`config.mk`:
```
export PLATFORM = sky130hd
export DESIGN_NAME = dns_query_redirect_responder_core
export DESIGN_NICKNAME = d
export VERILOG_FILES = /design/src/hdl/dqr_pkg.sv /design/src/hdl/dns_query_redirect_responder_core.sv /design/src/hdl/dqr_cmd_fifo.sv /design/src/hdl/dqr_front.sv /design/src/hdl/dqr_back.sv
export SDC_FILE = /design/constraint.sdc
export NUM_CORES = 1
export LEC_CHECK = 0
export BUFFER_PORTS_ARGS = -buffer_cell sky130_fd_sc_hd__buf_2
export CAP_MARGIN = 40
export CORE_UTILIZATION = 35
export CTS_BUF_LIST = sky130_fd_sc_hd__clkbuf_2
export DETAILED_ROUTE_END_ITERATION = 10
export SLEW_MARGIN = 25
export SYNTH_ARGS = -nofsm -noshare
export SYNTH_HDL_FRONTEND = slang
export SYNTH_SLANG_ARGS = --single-unit
export TNS_END_PERCENT = 100
```
`constraint.sdc`:
```
create_clock -name clk -period 3 [get_ports clk]
set_input_delay 0.3 -clock clk [delete_from_list [all_inputs] [get_ports clk]]
set_output_delay 0.3 -clock clk [all_outputs]
set_load 0.02 [all_outputs]
```
`src/hdl/dqr_pkg.sv`:
```
`timescale 1ns / 1ps
// dqr_pkg: shared types and constants of the dns redirect responder
// no dependencies; imported by the core, front, queue and back modules

package dqr_pkg;

    localparam int MAX_QUERY_BYTES = 256;
    localparam int CNT_W           = $clog2(MAX_QUERY_BYTES + 1);
    localparam int HDR_LEN         = 12;
    localparam int ANS_LEN         = 16;
    localparam int IDX_W           = $clog2(ANS_LEN);

    // command queue between front and back
    localparam int Q_DEPTH = 4;
    localparam int Q_PTR_W = $clog2(Q_DEPTH);
    localparam int Q_CNT_W = $clog2(Q_DEPTH + 1);

    // header positions that are checked or rewritten
    localparam logic [IDX_W-1:0] POS_FLAGS_HI   = IDX_W'(2);
    localparam logic [IDX_W-1:0] POS_FLAGS_LO   = IDX_W'(3);
    localparam logic [IDX_W-1:0] POS_ANCOUNT_HI = IDX_W'(6);
    localparam logic [IDX_W-1:0] POS_ANCOUNT_LO = IDX_W'(7);

    // flag bytes of a standard query and of the response
    localparam logic [7:0] QUERY_FLAGS_HI = 8'h01;
    localparam logic [7:0] QUERY_FLAGS_LO = 8'h00;
    localparam logic [7:0] RESP_FLAGS_HI  = 8'h81;
    localparam logic [7:0] RESP_FLAGS_LO  = 8'h80;
    localparam logic [7:0] ANCOUNT_HI     = 8'h00;
    localparam logic [7:0] ANCOUNT_LO     = 8'h01;

    // answer record bytes
    localparam logic [7:0] NAME_PTR_HI = 8'hC0;
    localparam logic [7:0] NAME_PTR_LO = 8'h0C;
    localparam logic [7:0] TYPE_A_HI   = 8'h00;
    localparam logic [7:0] TYPE_A_LO   = 8'h01;
    localparam logic [7:0] CLASS_IN_HI = 8'h00;
    localparam logic [7:0] CLASS_IN_LO = 8'h01;
    localparam logic [7:0] RDLEN_HI    = 8'h00;
    localparam logic [7:0] RDLEN_LO    = 8'h04;

    // register reset values
    localparam logic [31:0] RESET_PORTAL = 32'hC0A8_0401;
    localparam logic [31:0] RESET_TTL    = 32'h0000_012C;

    typedef enum logic {
        REG_PORTAL = 1'b0,
        REG_TTL    = 1'b1
    } reg_idx_t;

    typedef enum logic [1:0] {
        CMD_STORE,
        CMD_HEADER,
        CMD_BODY,
        CMD_ANSWER
    } cmd_kind_t;

    typedef struct packed {
        cmd_kind_t        kind;
        logic [IDX_W-1:0] idx;
        logic [7:0]       data;
        logic             ans;
    } cmd_t;

    typedef struct packed {
        logic [31:0] portal_address;
        logic [31:0] answer_ttl;
    } cfg_t;

endpackage

```
`src/hdl/dns_query_redirect_responder_core.sv`:
```
`timescale 1ns / 1ps
// dns_query_redirect_responder_core: top level of the dns redirect responder
// query byte channel in, response byte channel out, apb register port
// depends on dqr_pkg, dqr_front, dqr_cmd_fifo and dqr_back
//
// usage
//   query bytes enter on in_valid/in_ready with in_last on the final byte;
//   response bytes leave on out_valid/out_ready with out_last on the final
//   byte of the appended answer record. both sides transfer when valid and
//   ready are high at a clock edge.
//   the front takes one byte per cycle while the 4-entry command queue has
//   room. with the queue empty, a body byte passes through the queue and
//   then the output register before it appears on the output.
//   the twelfth byte of a standard query opens a 12-byte header burst and
//   the final byte a 16-byte answer burst; the back emits one byte per
//   cycle while the receiver is ready, so a burst holds the input once the
//   queue fills. the back emits through an output register, one byte per
//   cycle while out_ready allows, limited by the single output port.
//   reset (rst_n low, asynchronous) empties the queue, clears the byte count
//   and drop state, and loads portal_address 192.168.4.1 and answer_ttl 300.
//   when the receiver stalls, the output byte holds, the back stops, and the
//   queue then fills and drops in_ready.
//   registers: portal_address at 0x0, answer_ttl at 0x4; write only while
//   no datagram is in flight

module dns_query_redirect_responder_core
    import dqr_pkg::*;
(
    input  logic        clk,
    input  logic        rst_n,
    // query channel
    input  logic        in_valid,
    output logic        in_ready,
    input  logic [7:0]  in_byte,
    input  logic        in_last,
    // response channel
    output logic        out_valid,
    input  logic        out_ready,
    output logic [7:0]  out_byte,
    output logic        out_last,
    // register port
    input  logic        psel,
    input  logic        penable,
    input  logic        pwrite,
    input  logic [2:0]  paddr,
    input  logic [31:0] pwdata,
    output logic [31:0] prdata,
    output logic        pready
);

    logic [31:0] portal_address_reg;
    logic [31:0] portal_address_next;
    logic [31:0] answer_ttl_reg;
    logic [31:0] answer_ttl_next;
    logic        cfg_wr;
    reg_idx_t    reg_sel;
    cfg_t        cfg;

    // command queue wiring
    logic        push;
    cmd_t        push_cmd;
    logic        q_full;
    logic        pop;
    logic        q_valid;
    cmd_t        q_cmd;

    // register port: write lands in the access phase, reads are immediate
    assign pready  = 1'b1;
    assign cfg_wr  = psel && penable && pwrite && pready;
    assign reg_sel = reg_idx_t'(paddr[2]);

    always_comb
    begin
        portal_address_next = portal_address_reg;
        answer_ttl_next     = answer_ttl_reg;
        unique case (reg_sel)
            REG_PORTAL:
            begin
                prdata = portal_address_reg;
                if (cfg_wr)
                begin
                    portal_address_next = pwdata;
                end
            end
            REG_TTL:
            begin
                prdata = answer_ttl_reg;
                if (cfg_wr)
                begin
                    answer_ttl_next = pwdata;
                end
            end
            default:
            begin
                prdata = '0;
            end
        endcase
    end

    always_ff @(posedge clk or negedge rst_n)
    begin
        if (!rst_n)
        begin
            portal_address_reg <= RESET_PORTAL;
            answer_ttl_reg     <= RESET_TTL;
        end
        else
        begin
            portal_address_reg <= portal_address_next;
            answer_ttl_reg     <= answer_ttl_next;
        end
    end

    assign cfg.portal_address = portal_address_reg;
    assign cfg.answer_ttl     = answer_ttl_reg;

    // front: byte count, header check, one command per byte at most
    dqr_front u_front (
        .clk      (clk),
        .rst_n    (rst_n),
        .in_valid (in_valid),
        .in_ready (in_ready),
        .in_byte  (in_byte),
        .in_last  (in_last),
        .q_full   (q_full),
        .push     (push),
        .push_cmd (push_cmd)
    );

    // decouples the byte-rate front from the bursty back
    dqr_cmd_fifo u_cmd_fifo (
        .clk      (clk),
        .rst_n    (rst_n),
        .push     (push),
        .push_cmd (push_cmd),
        .full     (q_full),
        .pop      (pop),
        .q_valid  (q_valid),
        .q_cmd    (q_cmd)
    );

    // back: header store, header and answer bursts, output register
    dqr_back u_back (
        .clk       (clk),
        .rst_n     (rst_n),
        .q_valid   (q_valid),
        .q_cmd     (q_cmd),
        .pop       (pop),
        .cfg       (cfg),
        .out_valid (out_valid),
        .out_ready (out_ready),
        .out_byte  (out_byte),
        .out_last  (out_last)
    );

endmodule

```
`src/hdl/dqr_cmd_fifo.sv`:
```
`timescale 1ns / 1ps
// dqr_cmd_fifo: short command queue between front and back
// depends on dqr_pkg for cmd_t and the queue depth

module dqr_cmd_fifo
    import dqr_pkg::*;
(
    input  logic clk,
    input  logic rst_n,
    input  logic push,
    input  cmd_t push_cmd,
    output logic full,
    input  logic pop,
    output logic q_valid,
    output cmd_t q_cmd
);

    cmd_t                entry_reg [Q_DEPTH];
    logic [Q_PTR_W-1:0]  wr_ptr_reg;
    logic [Q_PTR_W-1:0]  wr_ptr_next;
    logic [Q_PTR_W-1:0]  rd_ptr_reg;
    logic [Q_PTR_W-1:0]  rd_ptr_next;
    logic [Q_CNT_W-1:0]  count_reg;
    logic [Q_CNT_W-1:0]  count_next;
    logic                do_push;
    logic                do_pop;

    assign full    = (count_reg == Q_CNT_W'(Q_DEPTH));
    assign q_valid = (count_reg != '0);
    assign q_cmd   = entry_reg[rd_ptr_reg];
    assign do_push = push && !full;
    assign do_pop  = pop && q_valid;

    always_comb
    begin
        wr_ptr_next = do_push ? wr_ptr_reg + 1'b1 : wr_ptr_reg;
        rd_ptr_next = do_pop ? rd_ptr_reg + 1'b1 : rd_ptr_reg;
        count_next  = count_reg;
        if (do_push && !do_pop)
        begin
            count_next = count_reg + 1'b1;
        end
        else if (do_pop && !do_push)
        begin
            count_next = count_reg - 1'b1;
        end
    end

    always_ff @(posedge clk or negedge rst_n)
    begin
        if (!rst_n)
        begin
            wr_ptr_reg <= '0;
            rd_ptr_reg <= '0;
            count_reg  <= '0;
        end
        else
        begin
            wr_ptr_reg <= wr_ptr_next;
            rd_ptr_reg <= rd_ptr_next;
            count_reg  <= count_next;
        end
    end

    always_ff @(posedge clk)
    begin
        if (do_push)
        begin
            entry_reg[wr_ptr_reg] <= push_cmd;
        end
    end

endmodule

```
`src/hdl/dqr_front.sv`:
```
`timescale 1ns / 1ps
// dqr_front: takes query bytes, counts them, checks the header flags
// and turns each byte into at most one command; depends on dqr_pkg

module dqr_front
    import dqr_pkg::*;
(
    input  logic       clk,
    input  logic       rst_n,
    input  logic       in_valid,
    output logic       in_ready,
    input  logic [7:0] in_byte,
    input  logic       in_last,
    input  logic       q_full,
    output logic       push,
    output cmd_t       push_cmd
);

    logic [CNT_W-1:0] byte_count_reg;
    logic [CNT_W-1:0] byte_count_next;
    logic             drop_reg;
    logic             drop_next;
    logic             hdr_ok_reg;
    logic             hdr_ok_next;
    logic             accept;
    logic             cnt_open;
    logic             in_hdr;
    logic             at_check;
    logic [IDX_W-1:0] hdr_idx;

    assign in_ready = !q_full;
    assign accept   = in_valid && in_ready;
    assign cnt_open = (byte_count_reg < CNT_W'(MAX_QUERY_BYTES));
    assign in_hdr   = (byte_count_reg < CNT_W'(HDR_LEN - 1));
    assign at_check = (byte_count_reg == CNT_W'(HDR_LEN - 1));
    assign hdr_idx  = byte_count_reg[IDX_W-1:0];

    always_comb
    begin
        byte_count_next = byte_count_reg;
        drop_next       = drop_reg;
        hdr_ok_next     = hdr_ok_reg;
        push            = 1'b0;
        push_cmd.kind   = CMD_STORE;
        push_cmd.idx    = hdr_idx;
        push_cmd.data   = in_byte;
        push_cmd.ans    = in_last;
        if (accept)
        begin
            if (cnt_open)
            begin
                byte_count_next = byte_count_reg + 1'b1;
                if (in_hdr)
                begin
                    push = 1'b1;
                    if (hdr_idx == POS_FLAGS_HI)
                    begin
                        hdr_ok_next = (in_byte == QUERY_FLAGS_HI);
                    end
                    if (hdr_idx == POS_FLAGS_LO)
                    begin
                        hdr_ok_next = hdr_ok_reg && (in_byte == QUERY_FLAGS_LO);
                    end
                end
                else if (at_check)
                begin
                    // twelfth byte: header passes or the datagram is dropped
                    if (hdr_ok_reg)
                    begin
                        push          = 1'b1;
                        push_cmd.kind = CMD_HEADER;
                    end
                    else
                    begin
                        drop_next = 1'b1;
                    end
                end
                else if (!drop_reg)
                begin
                    push          = 1'b1;
                    push_cmd.kind = CMD_BODY;
                end
            end
            else if (in_last && !drop_reg)
            begin
                // truncated tail, only the answer remains
                push          = 1'b1;
                push_cmd.kind = CMD_ANSWER;
            end
            if (in_last)
            begin
                byte_count_next = '0;
                drop_next       = 1'b0;
            end
        end
    end

    always_ff @(posedge clk or negedge rst_n)
    begin
        if (!rst_n)
        begin
            byte_count_reg <= '0;
            drop_reg       <= 1'b0;
            hdr_ok_reg     <= 1'b0;
        end
        else
        begin
            byte_count_reg <= byte_count_next;
            drop_reg       <= drop_next;
            hdr_ok_reg     <= hdr_ok_next;
        end
    end

endmodule

```
`src/hdl/dqr_back.sv`:
```
`timescale 1ns / 1ps
// dqr_back: carries out queued commands, holds the header store and
// drives the output register; depends on dqr_pkg

module dqr_back
    import dqr_pkg::*;
(
    input  logic       clk,
    input  logic       rst_n,
    input  logic       q_valid,
    input  cmd_t       q_cmd,
    output logic       pop,
    input  cfg_t       cfg,
    output logic       out_valid,
    input  logic       out_ready,
    output logic [7:0] out_byte,
    output logic       out_last
);

    typedef enum logic [1:0] {
        ST_IDLE,
        ST_HDR,
        ST_ANS
    } state_t;

    state_t           state_reg;
    state_t           state_next;
    logic [IDX_W-1:0] cnt_reg;
    logic [IDX_W-1:0] cnt_next;
    logic             ans_pend_reg;
    logic             ans_pend_next;
    logic             out_valid_reg;
    logic             out_valid_next;
    logic [7:0]       out_byte_reg;
    logic [7:0]       out_byte_next;
    logic             out_last_reg;
    logic             out_last_next;
    logic [7:0]       header_store [HDR_LEN];
    logic             store_wr;
    logic             slot_free;
    logic             emit;
    logic [7:0]       emit_byte;
    logic             emit_last;
    logic [7:0]       hdr_byte;
    logic [7:0]       ans_byte;

    assign slot_free = !out_valid_reg || out_ready;
    assign out_valid = out_valid_reg;
    assign out_byte  = out_byte_reg;
    assign out_last  = out_last_reg;

    // header byte with flags and answer count rewritten
    always_comb
    begin
        unique case (cnt_reg)
            POS_FLAGS_HI:   hdr_byte = RESP_FLAGS_HI;
            POS_FLAGS_LO:   hdr_byte = RESP_FLAGS_LO;
            POS_ANCOUNT_HI: hdr_byte = ANCOUNT_HI;
            POS_ANCOUNT_LO: hdr_byte = ANCOUNT_LO;
            default:        hdr_byte = header_store[cnt_reg];
        endcase
    end

    always_comb
    begin
        unique case (cnt_reg)
            IDX_W'(0):  ans_byte = NAME_PTR_HI;
            IDX_W'(1):  ans_byte = NAME_PTR_LO;
            IDX_W'(2):  ans_byte = TYPE_A_HI;
            IDX_W'(3):  ans_byte = TYPE_A_LO;
            IDX_W'(4):  ans_byte = CLASS_IN_HI;
            IDX_W'(5):  ans_byte = CLASS_IN_LO;
            IDX_W'(6):  ans_byte = cfg.answer_ttl[31:24];
            IDX_W'(7):  ans_byte = cfg.answer_ttl[23:16];
            IDX_W'(8):  ans_byte = cfg.answer_ttl[15:8];
            IDX_W'(9):  ans_byte = cfg.answer_ttl[7:0];
            IDX_W'(10): ans_byte = RDLEN_HI;
            IDX_W'(11): ans_byte = RDLEN_LO;
            IDX_W'(12): ans_byte = cfg.portal_address[31:24];
            IDX_W'(13): ans_byte = cfg.portal_address[23:16];
            IDX_W'(14): ans_byte = cfg.portal_address[15:8];
            default:    ans_byte = cfg.portal_address[7:0];
        endcase
    end

    always_comb
    begin
        state_next    = state_reg;
        cnt_next      = cnt_reg;
        ans_pend_next = ans_pend_reg;
        pop           = 1'b0;
        store_wr      = 1'b0;
        emit          = 1'b0;
        emit_byte     = q_cmd.data;
        emit_last     = 1'b0;
        unique case (state_reg)
            ST_IDLE:
            begin
                if (q_valid)
                begin
                    unique case (q_cmd.kind)
                        CMD_STORE:
                        begin
                            pop      = 1'b1;
                            store_wr = 1'b1;
                        end
                        CMD_HEADER:
                        begin
                            pop           = 1'b1;
                            store_wr      = 1'b1;
                            state_next    = ST_HDR;
                            cnt_next      = '0;
                            ans_pend_next = q_cmd.ans;
                        end
                        CMD_BODY:
                        begin
                            if (slot_free)
                            begin
                                pop  = 1'b1;
                                emit = 1'b1;
                                if (q_cmd.ans)
                                begin
                                    state_next = ST_ANS;
                                    cnt_next   = '0;
                                end
                            end
                        end
                        CMD_ANSWER:
                        begin
                            pop        = 1'b1;
                            state_next = ST_ANS;
                            cnt_next   = '0;
                        end
                        default:
                        begin
                            pop = 1'b0;
                        end
                    endcase
                end
            end
            ST_HDR:
            begin
                if (slot_free)
                begin
                    emit      = 1'b1;
                    emit_byte = hdr_byte;
                    if (cnt_reg == IDX_W'(HDR_LEN - 1))
                    begin
                        cnt_next   = '0;
                        state_next = ans_pend_reg ? ST_ANS : ST_IDLE;
                    end
                    else
                    begin
                        cnt_next = cnt_reg + 1'b1;
                    end
                end
            end
            ST_ANS:
            begin
                if (slot_free)
                begin
                    emit      = 1'b1;
                    emit_byte = ans_byte;
                    if (cnt_reg == IDX_W'(ANS_LEN - 1))
                    begin
                        emit_last  = 1'b1;
                        cnt_next   = '0;
                        state_next = ST_IDLE;
                    end
                    else
                    begin
                        cnt_next = cnt_reg + 1'b1;
                    end
                end
            end
            default:
            begin
                state_next = ST_IDLE;
            end
        endcase

        out_valid_next = out_valid_reg;
        out_byte_next  = out_byte_reg;
        out_last_next  = out_last_reg;
        if (slot_free)
        begin
            out_valid_next = emit;
            out_byte_next  = emit_byte;
            out_last_next  = emit_last;
        end
    end

    always_ff @(posedge clk or negedge rst_n)
    begin
        if (!rst_n)
        begin
            state_reg     <= ST_IDLE;
            cnt_reg       <= '0;
            ans_pend_reg  <= 1'b0;
            out_valid_reg <= 1'b0;
            out_byte_reg  <= '0;
            out_last_reg  <= 1'b0;
        end
        else
        begin
            state_reg     <= state_next;
            cnt_reg       <= cnt_next;
            ans_pend_reg  <= ans_pend_next;
            out_valid_reg <= out_valid_next;
            out_byte_reg  <= out_byte_next;
            out_last_reg  <= out_last_next;
        end
    end

    // header store, no reset: each entry is written before it is read
    always_ff @(posedge clk)
    begin
        if (store_wr)
        begin
            header_store[q_cmd.idx] <= q_cmd.data;
        end
    end

endmodule

```
======== Word level (Yosys, flattened, before mapping) ========
Memory sizes are Yosys's and may differ from the RTL's.
Cells that the tools add are included.
word-level totals
  bits in registers ....................... 99
  memory bits (writable) .................. 156
  input bits .............................. 51
  word-level logic and storage cells ...... 164
  memories ................................ 2
operators by class
  $add $sub $neg .......................... 6
  $lt $le $gt $ge ......................... 2
  equality and inequality tests ........... 36
  multiplexer cells ....................... 64
  bitwise operators ....................... 1
  reductions and logical operators ........ 39
memory list
  memory                depth  width  read ports  clocked after memory_dff  wr ports  RTL line            text
  u_back.header_store   12     8      1           0                         1         dqr_back.sv:38      logic [7:0] header_store [HDR_LEN];
  u_cmd_fifo.entry_reg  4      15     1           0                         1         dqr_cmd_fifo.sv:18  cmd_t entry_reg [Q_DEPTH];
operator list
  kind                   count
  $pmux W8 S12           1
  $pmux W32 S2           1
  $eq A4 B4 Y1 const B   8
  $pmux W8 S4            1
  $mux W1                29
  $mux W2                14
  $mux W4                7
  $mux W9                2
  $eq A4 B2 Y1 const B   4
  $eq A4 B3 Y1 const B   4
  $pmux W8 S2            1
  $pmux W2 S3            2
  $pmux W4 S3            1
  $add A9 B1 Y9 const B  1
  $eq A9 B4 Y1 const B   1
  $logic_and A1 B1 Y1    9
  $lt A9 B4 Y1 const B   1
  $lt A9 B9 Y1 const B   1
  $eq A8 B1 Y1 const B   1
  $logic_not A8 Y1       1
  $ne A2 B1 Y1 const B   4
  $pmux W4 S2            1
  $reduce_and A8 Y1      1
  $reduce_bool A2 Y1     4
  27 further kinds       48

======== Logic depth before layout (Yosys ltp) ========
Gate-level depths: netlist (run 1).
  word-level depth ........................ 10
  depth in mapped cells ................... 13
  gate-level depth less buffers ........... 12

======== Modules after synthesis ========
Synthesis (run 1) repeated with hierarchy kept, for this count alone.
second synthesis, totals
  cell total of the unflattened synthesis .. 828
  area total of the unflattened synthesis .. 12085.3 µm²
by module, submodules not included
  module                             instances  cells each  area each (µm²)
  dqr_back                           1          433         5617.9
  dns_query_redirect_responder_core  1          174         2925.3
  dqr_cmd_fifo                       1          114         2636.3
  dqr_front                          1          107         905.9

======== Worst setup path before layout (run 1) ========
No wires, ideal clock.
  path type ............................... reg-to-reg
  start point ............................. register u_front.byte_count_reg[0]
  end point ............................... memory u_cmd_fifo.entry_reg[0][0] (netlist name) (enable)
  arrival time ............................ 2739 ps
  slack ................................... -149 ps
  stages on the path, launching flop included .. 8
  period minus slack after synthesis ...... 3149 ps
  cells stage by stage .................... dfrtp_1 > ha_1 > clkbuf_1 > and3b_1 > o21a_1 > o21ai_2 > a21oi_2 > nor3b_1
between the ends
  longest elaborated chain between the ends .. 8
  elaborated cells on any way between the ends .. 10
RTL lines
  element                                               RTL line            text
  from (decl)                                           dqr_front.sv:19     logic [CNT_W-1:0] byte_count_reg;
  from (signal assigned)                                dqr_front.sv:108    byte_count_reg <= byte_count_next;
  branches (longest 3 deep; another with $lt A9 B4 Y1)  n/a
  $mux W1 (*)                                           dqr_front.sv:50     if (cnt_open)
  $mux W1 (*)                                           dqr_front.sv:48     if (accept)
  $logic_and A1 B1 Y1 (*)                               dqr_cmd_fifo.sv:31  assign do_push = push && !full;
  $mux W1 (*)                                           dqr_cmd_fifo.sv:67  if (do_push)
  $mux W1 (not written as such) (*)                     dqr_cmd_fifo.sv:69  entry_reg[wr_ptr_reg] <= push_cmd;
  to (decl)                                             dqr_cmd_fifo.sv:18
Every way passes the cells marked *.

======== Final worst setup path (run 1) ========
  start point ............................. register u_front.byte_count_reg[6]
  end point ............................... register u_cmd_fifo.count_reg[2]
between the ends
  longest elaborated chain between the ends .. 9
  elaborated cells on any way between the ends .. 13
RTL lines
  element                                               RTL line            text
  branches (longest 3 deep; another with $lt A9 B4 Y1)  n/a
  $mux W1 (*)                                           dqr_front.sv:50
  $mux W1 (*)                                           dqr_front.sv:48
  $logic_and A1 B1 Y1 (*)                               dqr_cmd_fifo.sv:31
  net u_cmd_fifo.do_push                                dqr_cmd_fifo.sv:25  logic do_push;
  $logic_not A1 Y1                                      dqr_cmd_fifo.sv:43  else if (do_pop && !do_push)
  $logic_and A1 B1 Y1                                   dqr_cmd_fifo.sv:43
  $reduce_bool A2 Y1 (no line)                          n/a
  to (signal assigned)                                  dqr_cmd_fifo.sv:61  count_reg <= count_next;
  to (decl)                                             dqr_cmd_fifo.sv:23  logic [Q_CNT_W-1:0] count_reg;
Mark *: on every way through the listed nets, which the timed path passes.
A chain may end at the register's enable or synchronous reset.

==> PnR_summary.wiki, run 1 <==
{| class="wikitable"
! Metric !! Value
|-
| Run status || completed
|-
| Starting utilization of the core area || 0.360
|-
| CTS sink cnt || ~260
|-
| Area taken by multi-input logic gates || 4070 µm²
|-
| Slowest Stage Delay on Critical Path || ~0.57 ns
|-
| HPWL reported at the end of detailed placement || 17500 µm
|-
| # Max-Cap Violations || 0
|-
| Pin count of the biggest net entering global routing || 39
|-
| Remaining number of nets flagged by the antenna check after routing || 0
|-
| H-tree depth || 3
|-
| Number of enable flip-flop cells after synthesis || 156
|-
| GR Util All Layers || 0.163
|-
| Library cell used as clock root buffer || sky130_fd_sc_hd__clkbuf_2
|-
| Post-layout net count || 1033
|-
| Pwr/cell area || 822 nW/µm²
|-
| Clock tree from TritonCTS || done
|-
| Internal power consumption || around 0.0073 W
|-
| Largest voltage drop on the vdd net || 0.000323 V
|-
| Bufs on Longest Clock Path || 3
|-
| Row count || 65
|-
| Kind of end point of the critical path || flip-flop
|-
| Vias in the first global route || roughly 7.5k
|-
| Adder-Cell Fraction of Synth Area || 0.0181
|-
| Slowest cell on crit path || sky130_fd_sc_hd__or4_4
|-
| Wire length of the first global-routing pass || just over 40000 µm
|-
| Die area || 33600 µm²
|-
| First-pass iteration count of the detailed router || 5
|-
| Worst rel slew slack || 0.600
|-
| Compound-gate portion of the synthesized area || 0.0666
|-
| Die span in y || 183 µm
|-
| Average routed wire per standard cell || 18.5 µm
|-
| Residual DRC || 0
|-
| Portion of synthesized cell area occupied by the leading cell type || 0.408
|-
| CORE AREA || 32000 µm²
|-
| Register cell area after layout || 7180 µm²
|-
| Area of the mapped netlist || 11500 µm²
|-
| Distinct cell type count of the synthesized netlist || 69
|-
| Clk Latency, worst-skew pair || 0.85 ns
|-
| Leading cell types by total area after synthesis || sky130_fd_sc_hd__edfxtp_1 41%, sky130_fd_sc_hd__dfrtp_1 19%, sky130_fd_sc_hd__mux2_2 9.9%
|-
| Initial antenna violation count || 1
|-
| Number of buffer cells added on primary ports || 91
|-
| Number of DRC violations after detailed-routing iteration 0 || approximately 400
|-
| Clock-pin transition on the worst setup and hold timing paths || 0.11 ns
|-
| Setup Skew || 0.111 ns
|-
| Class of the most critical setup path || flip-flop to flip-flop
|-
| Most common flop cell mapped by yosys || sky130_fd_sc_hd__edfxtp_1
|-
| Share of synthesized area spent on multiplexers || 0.187
|-
| Critical path launch point type || flip-flop
|-
| Total net switching power || 0.00397 W
|-
| Critical Path AT || 3.55 ns
|-
| Ordered cell list for the critical path || or4_4, nand2b_1, o21ai_2, a21oi_2, nor2_1, ha_1, inv_1, fa_1, xor2_1, nor2_1, xor2_1
|-
| Global route overflow || 0
|-
| Number of flip-flops in the largest register || 96
|-
| Final worst-path setup slack || 0.208 ns
|-
| Warnings, synthesis || 0
|-
| Hold Crit Class || primary input to flip-flop
|-
| End-of-flow core utilization || 0.430
|-
| Final period demand of the worst path || 2.79 ns
|-
| Proportion of synthesized flip-flops having asynchronous set or reset || 0.388
|-
| Fraction of layout cells with a size suffix above 1 || 0.399
|-
| Top achievable clock speed || about 0.36 GHz
|-
| Avg Cell Area, Syn || 15.0 µm²
|-
| Portion of the clock cycle consumed by the worst path in the final layout || 0.931
|-
| Synthesized net count || 833
|-
| Fraction of power consumed by combinational cells || 0.325
|-
| Reg power frac || 0.454
|-
| Synth area leader || sky130_fd_sc_hd__edfxtp_1
|-
| Pre-CTS WS || about 0.17 ns
|-
| Number of setup violations in the final report || 0
|-
| Main combinational cell family by area after synthesis || multiplexers
|-
| Filler cells || around 3.0k
|-
| Die boundary width || 183 µm
|-
| Sequential fraction of the synthesis area || 0.624
|-
| Weighted congestion at the end of routability-driven global placement || 0.809
|-
| Max-slew violations || 0
|-
| Number of register bits inferred by synthesis || roughly 260
|-
| Post-route design area || 13700 µm²
|-
| Standard cell area after detailed placement || about 13000 µm²
|-
| IO Pins || 95
|-
| Post-DR vias/cell || 5.01
|-
| Share of synthesized cell area in and, or, nand and nor gates || 0.0710
|-
| Layout Area Growth over Synthesis || 19.5%
|-
| Total detailed-routing wirelength || 26900 µm
|-
| Area share of xor/xnor cells in the synthesized design || 0.00914
|-
| Cell leakage power || 5.26 nW
|-
| Critical Path RT || 3.76 ns
|-
| Clock buffer count from CTS || 67
|-
| Top post-synthesis cells by count || 156 x sky130_fd_sc_hd__edfxtp_1, 101 x sky130_fd_sc_hd__mux2_2, 88 x sky130_fd_sc_hd__dfrtp_1
|-
| Clock Power Share || 0.222
|-
| Count of mapped cells out of synthesis || approximately 770
|-
| Number of hold-slack violations in the final timing report || 0
|-
| Count leader, synth || sky130_fd_sc_hd__edfxtp_1
|-
| Via count || 7284
|-
| Switch share || 0.351
|-
| Peak fanout along the critical path || 5
|-
| Setup repair after global routing missed its margin || no
|-
| Least-Margin Pin Slew || ~0.6 ns
|}
[logic make-up (layout without fill, tap and decap cells)]
logic type,Yosys count,in the layout
adders and majority gates,16,16
AOI/OAI and AO/OA,108,108
xor gates and xnor gates,12,12
and+or+nand+nor,157,157
muxes,155,155
other,1,2
DFF,255,255
buffers and inverters,62,313
[power groups by stage]
stage | Sequential [W] | Combinational, W | Clock, W
floorplan | 0.00512 | 0.00248 | 0
global placement | 0.00519 | 0.00359 | 0
detailed placement | 0.00520 | 0.00365 | 0
CTS | 0.00513 | 0.00372 | 0.00261
global route | 0.00520 | 0.00400 | 0.00279
finish | 0.00512 | 0.00366 | 0.00250
[critical path: cells and delay by family (launching register included)]
family | cells | cell delay [ns]
flip-flops | 1 | 0.41
XOR/XNOR | 2 | 0.32
buffers and inverters | 1 | 0.06
AO/OA/AOI/OAI | 2 | 0.34
adder cells (fa/ha/maj) | 2 | 0.58
AND/OR/NAND/NOR | 4 | 1.04
[layout make-up]
type,instances,share of cell area
inverter,15,0.00410
antenna,1,0.000182
tap,435,0.0396
clock inverter,20,0.0109
clock buffer,100,0.0364
multi-input combinational,449,0.296
sequential,255,0.522
timing repair buffer,178,0.0900
[stage by stage]
stage                     hold WS [ns]  instances  power [W]  TNS, ns
after floorplan                0.00441        766    0.00760    -8.93
after global placement           0.332       1286    0.00878        0
after detailed placement         0.326       1286    0.00885        0
after CTS                        0.118       1452     0.0115        0
after global routing             0.143       1453     0.0120        0
final                            0.246       1453     0.0113        0
[layer usage]
| layer | vias to the layer above | part of all wire | global-route usage |
|---|---|---|---|
| met1 | 3628 | 0.46 | 0.222 |
| met2 | 213 | 0.46 | 0.250 |
| met5 | - | 0 | 0 |
| met3 | 47 | 0.048 | 0.0379 |
| met4 | 0 | 0.023 | 0.0647 |
| li1 | 3396 | - | - |
[cells in the final DEF, fill, tap and decap left out, types with 13 or more instances in the layout]
cell type,instances
sky130_fd_sc_hd__inv_1,14
sky130_fd_sc_hd__edfxtp_1,156
sky130_fd_sc_hd__nor2_1,48
sky130_fd_sc_hd__clkbuf_2,100
sky130_fd_sc_hd__mux2i_1,16
sky130_fd_sc_hd__o21ai_0,14
sky130_fd_sc_hd__mux2_2,101
sky130_fd_sc_hd__dlygate4sd3_1,45
sky130_fd_sc_hd__mux4_2,38
sky130_fd_sc_hd__nand2_1,32
sky130_fd_sc_hd__buf_4,42
sky130_fd_sc_hd__clkinv_1,13
sky130_fd_sc_hd__a21oi_1,20
sky130_fd_sc_hd__buf_2,90
sky130_fd_sc_hd__dfrtp_1,88
sky130_fd_sc_hd__ha_1,15
[timing repair]
action	CTS	global route
endpoints found under the hold margin	201	0
gates resized for setup	0	0
setup buffers	0	0
endpoints found under the setup margin	0	0
hold buffers	46	0
[path summary, 6_finish.rpt]
check / slack [ns] / cells past startpoint / to / from
min in group asynchronous: 0.61 / 3 / portal_address_reg[23]$_DFFE_PN1P_ / rst_n
worst min-delay path: 0.25 / 4 / portal_address_reg[8]$_DFFE_PN0P_ / penable
max in group asynchronous: 1.90 / 4 / portal_address_reg[7]$_DFFE_PN0P_ / rst_n
worst max register to register: 0.21 / 11 / u_cmd_fifo.count_reg[2]$_DFFE_PN0P_ / u_front.byte_count_reg[6]$_DFFE_PN0P_
worst max-delay path: 0.21 / 11 / u_cmd_fifo.count_reg[2]$_DFFE_PN0P_ / u_front.byte_count_reg[6]$_DFFE_PN0P_
worst min register to register: 0.52 / 1 / u_cmd_fifo.count_reg[2]$_DFFE_PN0P_ / u_cmd_fifo.count_reg[2]$_DFFE_PN0P_
(Power assumes the default switching activity.)
==> inputs of run 2 (changes only) <==
==> constraint.sdc (replaced) <==
create_clock -name clk -period 3.1 [get_ports clk]
set_input_delay 0.31 -clock clk [delete_from_list [all_inputs] [get_ports clk]]
set_output_delay 0.31 -clock clk [all_outputs]
set_load 0.02 [all_outputs]
==> run 2 against run 1 <==
Effect of this change:
- combinational power shrank 4%
- core utilization grew 0.067 points
- sequential cell count is the same
- maximum frequency shrank 2.2%
- clock power is essentially flat
- sequential share of layout area shrank 0.081 points
- power shrank 2.5%
- largest cell class unchanged
==> PnR_summary.wiki, run 2 (synthesis results as in run 1) <==
{| class="wikitable"
! Metric !! Value
|-
| Run status || completed
|-
| H-tree depth || 3
|-
| Average routed wire per standard cell || 18.1 µm
|-
| Post-DR vias/cell || 5.03
|-
| Internal power consumption || 0.00719 W
|-
| Hold Crit Class || primary input to flip-flop
|-
| Inst Count DP || 1283
|-
| Worst hold path stage count || 4
|-
| Routing usage on met3 || 0.0344
|-
| Cell leakage power || 5.28 nW
|-
| Residual DRC || 0
|-
| CTS sink cnt || ~260
|-
| Row count || 65
|-
| Final Instance Count excl. Fillers || 1452
|-
| Critical Path AT || 3.52 ns
|-
| Starting utilization of the core area || 0.360
|-
| Pwr/cell area || 800 nW/µm²
|-
| Number of hold-slack violations in the final timing report || 0
|-
| Met2 Resource Use GR || 0.245
|-
| Standard cell area after detailed placement || approximately 13000 µm²
|-
| Clock tree from TritonCTS || done
|-
| First-pass iteration count of the detailed router || 5
|-
| GR Util All Layers || 0.159
|-
| Layout Area Growth over Synthesis || 19.7%
|-
| Class of the most critical setup path || flip-flop to flip-flop
|-
| Final period demand of the worst path || 2.85 ns
|-
| Clock buffer count from CTS || 67
|-
| Pin count of the biggest net entering global routing || 65
|-
| HPWL reported at the end of detailed placement || 17100 µm
|-
| Peak fanout along the critical path || 5
|-
| Max-slew violations || 0
|-
| Portion of the clock cycle consumed by the worst path in the final layout || 0.921
|-
| Commonest non-fill, non-tap cell in the layout || sky130_fd_sc_hd__edfxtp_1
|-
| Weighted congestion at the end of routability-driven global placement || 0.813
|-
| IO Pins || 95
|-
| # Max-Cap Violations || 0
|-
| Library cell used as clock root buffer || sky130_fd_sc_hd__clkbuf_2
|-
| Reg power frac || 0.450
|-
| Bufs on Longest Clock Path || 3
|-
| Worst rel slew slack || 0.604
|-
| Wire length of the first global-routing pass || about 41000 µm
|-
| Post-route design area || ~14000 µm²
|-
| Clock-pin transition on the worst setup and hold timing paths || 0.10 ns
|-
| Total detailed-routing wirelength || approximately 26000 µm
|-
| Die boundary width || 183 µm
|-
| Number of setup violations in the final report || 0
|-
| Largest voltage drop on the vdd net || 0.000406 V
|-
| PostCTS Resize Cnt || 0
|-
| Initial antenna violation count || 1
|-
| Vias in the first global route || 7379
|-
| Design Power || between 0.01 and 0.015 W
|-
| Pre-CTS WS || 0.268 ns
|-
| Die area || 33600 µm²
|-
| Summed negative setup slack over all endpoints || 0 ns
|-
| Fraction of layout cells with a size suffix above 1 || 0.402
|-
| Fraction of power consumed by combinational cells || 0.321
|-
| Highest-utilization routing layer at the global route stage || met2
|-
| Switch share || 0.347
|-
| Met1 track utilization from global routing || 0.219
|-
| Setup repair after global routing missed its margin || no
|-
| Number of cells on the worst reg-to-reg path || 9
|-
| Setup Skew || 0.0728 ns
|-
| Via count || 7299
|-
| CORE AREA || 32000 µm²
|-
| Clk Latency, worst-skew pair || around 0.84 ns
|-
| Post-layout net count || 1030
|-
| Number of flip-flops in the largest register || 96
|-
| Number of DRC violations after detailed-routing iteration 0 || 391
|-
| Commonest cells after routing, fill and taps aside || 156 x sky130_fd_sc_hd__edfxtp_1, 105 x sky130_fd_sc_hd__clkbuf_2, 101 x sky130_fd_sc_hd__mux2_2
|-
| Least-Margin Pin Slew || 0.590 ns
|-
| Number of buffer cells added on primary ports || 91
|-
| Critical path launch point type || flip-flop
|-
| Top achievable clock speed || between 0.3 and 0.4 GHz
|-
| Global route overflow || 0
|-
| Clock Power Share || 0.229
|-
| Die span in y || 183 µm
|-
| Final worst-path setup slack || around 0.25 ns
|-
| Critical Path RT || 3.76 ns
|-
| Remaining number of nets flagged by the antenna check after routing || 0
|-
| Total net switching power || 0.00382 W
|-
| Kind of end point of the critical path || flip-flop
|}
-- run 2: changes by cell type in the layout (fill, tap and decap cells not counted) --
cell | previous run | this run
sky130_fd_sc_hd__bufinv_16 | 2 | 3
sky130_fd_sc_hd__clkinv_1 | 13 | 10
sky130_fd_sc_hd__inv_2 | 0 | 1
sky130_fd_sc_hd__buf_12 | 1 | 2
sky130_fd_sc_hd__clkinvlp_4 | 3 | 2
sky130_fd_sc_hd__clkbuf_2 | 100 | 105
sky130_fd_sc_hd__inv_6 | 1 | 0
sky130_fd_sc_hd__buf_4 | 42 | 38
-- run 2: path summary, 6_finish.rpt --
path                                                            start                                   end  slack [ns]
worst min register to register        u_back.ans_pend_reg$_DFFE_PN0P_       u_back.ans_pend_reg$_DFFE_PN0P_        0.52
worst max-delay path            u_front.byte_count_reg[6]$_DFFE_PN0P_   u_cmd_fifo.count_reg[1]$_DFFE_PN0P_        0.25
max in group asynchronous                                       rst_n         answer_ttl_reg[8]$_DFFE_PN1P_        2.04
min in group asynchronous                                       rst_n  u_cmd_fifo.wr_ptr_reg[0]$_DFFE_PN0P_        0.59
worst max register to register  u_front.byte_count_reg[6]$_DFFE_PN0P_   u_cmd_fifo.count_reg[1]$_DFFE_PN0P_        0.25
worst min-delay path                                          penable         answer_ttl_reg[0]$_DFFE_PN0P_        0.24
-- run 2: final cells by class --
class / instances / area (µm²)
sequential: 255 / 7180
fill: 2961 / 18200
antenna: 1 / 2.50
inverter: 15 / 56.3
clock inverter: 17 / 156
clock buffer: 105 / 526
multi-input combinational: 449 / 4070
timing repair buffer: 175 / 1230
tap: 435 / 544
-- run 2: power groups by stage --
| stage | registers, W | logic, W | clock network [W] |
|---|---|---|---|
| after floorplan | 0.00495 | 0.00240 | 0 |
| after global placement | 0.00502 | 0.00346 | 0 |
| after detailed placement | 0.00503 | 0.00351 | 0 |
| after CTS | 0.00496 | 0.00358 | 0.00262 |
| after global routing | 0.00503 | 0.00385 | 0.00279 |
| final | 0.00495 | 0.00353 | 0.00252 |
-- run 2: worst max-delay path, cell delays in order (launching register included) --
cell	delay, ns
sky130_fd_sc_hd__dfrtp_1	0.41
sky130_fd_sc_hd__or4_4	0.58
sky130_fd_sc_hd__nor4_4	0.26
sky130_fd_sc_hd__a41oi_2	0.23
sky130_fd_sc_hd__a21oi_2	0.20
sky130_fd_sc_hd__nor2_1	0.08
sky130_fd_sc_hd__ha_1	0.20
sky130_fd_sc_hd__inv_1	0.07
sky130_fd_sc_hd__fa_1	0.41
sky130_fd_sc_hd__mux2_2	0.27
-- run 2: stage by stage --
step	util	hold WS, ns
after global placement	0.394	0.322
after detailed placement	0.394	0.327
after global routing	0.430	0.181
after CTS	0.430	0.156
final	0.430	0.239
after floorplan	-	0.0144
-- run 2: timing repair --
item	CTS	global route
setup buffers	0	0
hold endpoints to repair	206	0
hold buffers	46	0
-- run 2: metal layers --
| metal | share of wire | routed length [µm] | vias up |
|---|---|---|---|
| met2 | 0.46 | 12100 | 197 |
| met4 | 0.026 | 679 | 0 |
| met1 | 0.47 | 12300 | 3656 |
| met3 | 0.045 | 1180 | 52 |
| li1 | - | - | 3394 |
| met5 | 0 | 0 | - |
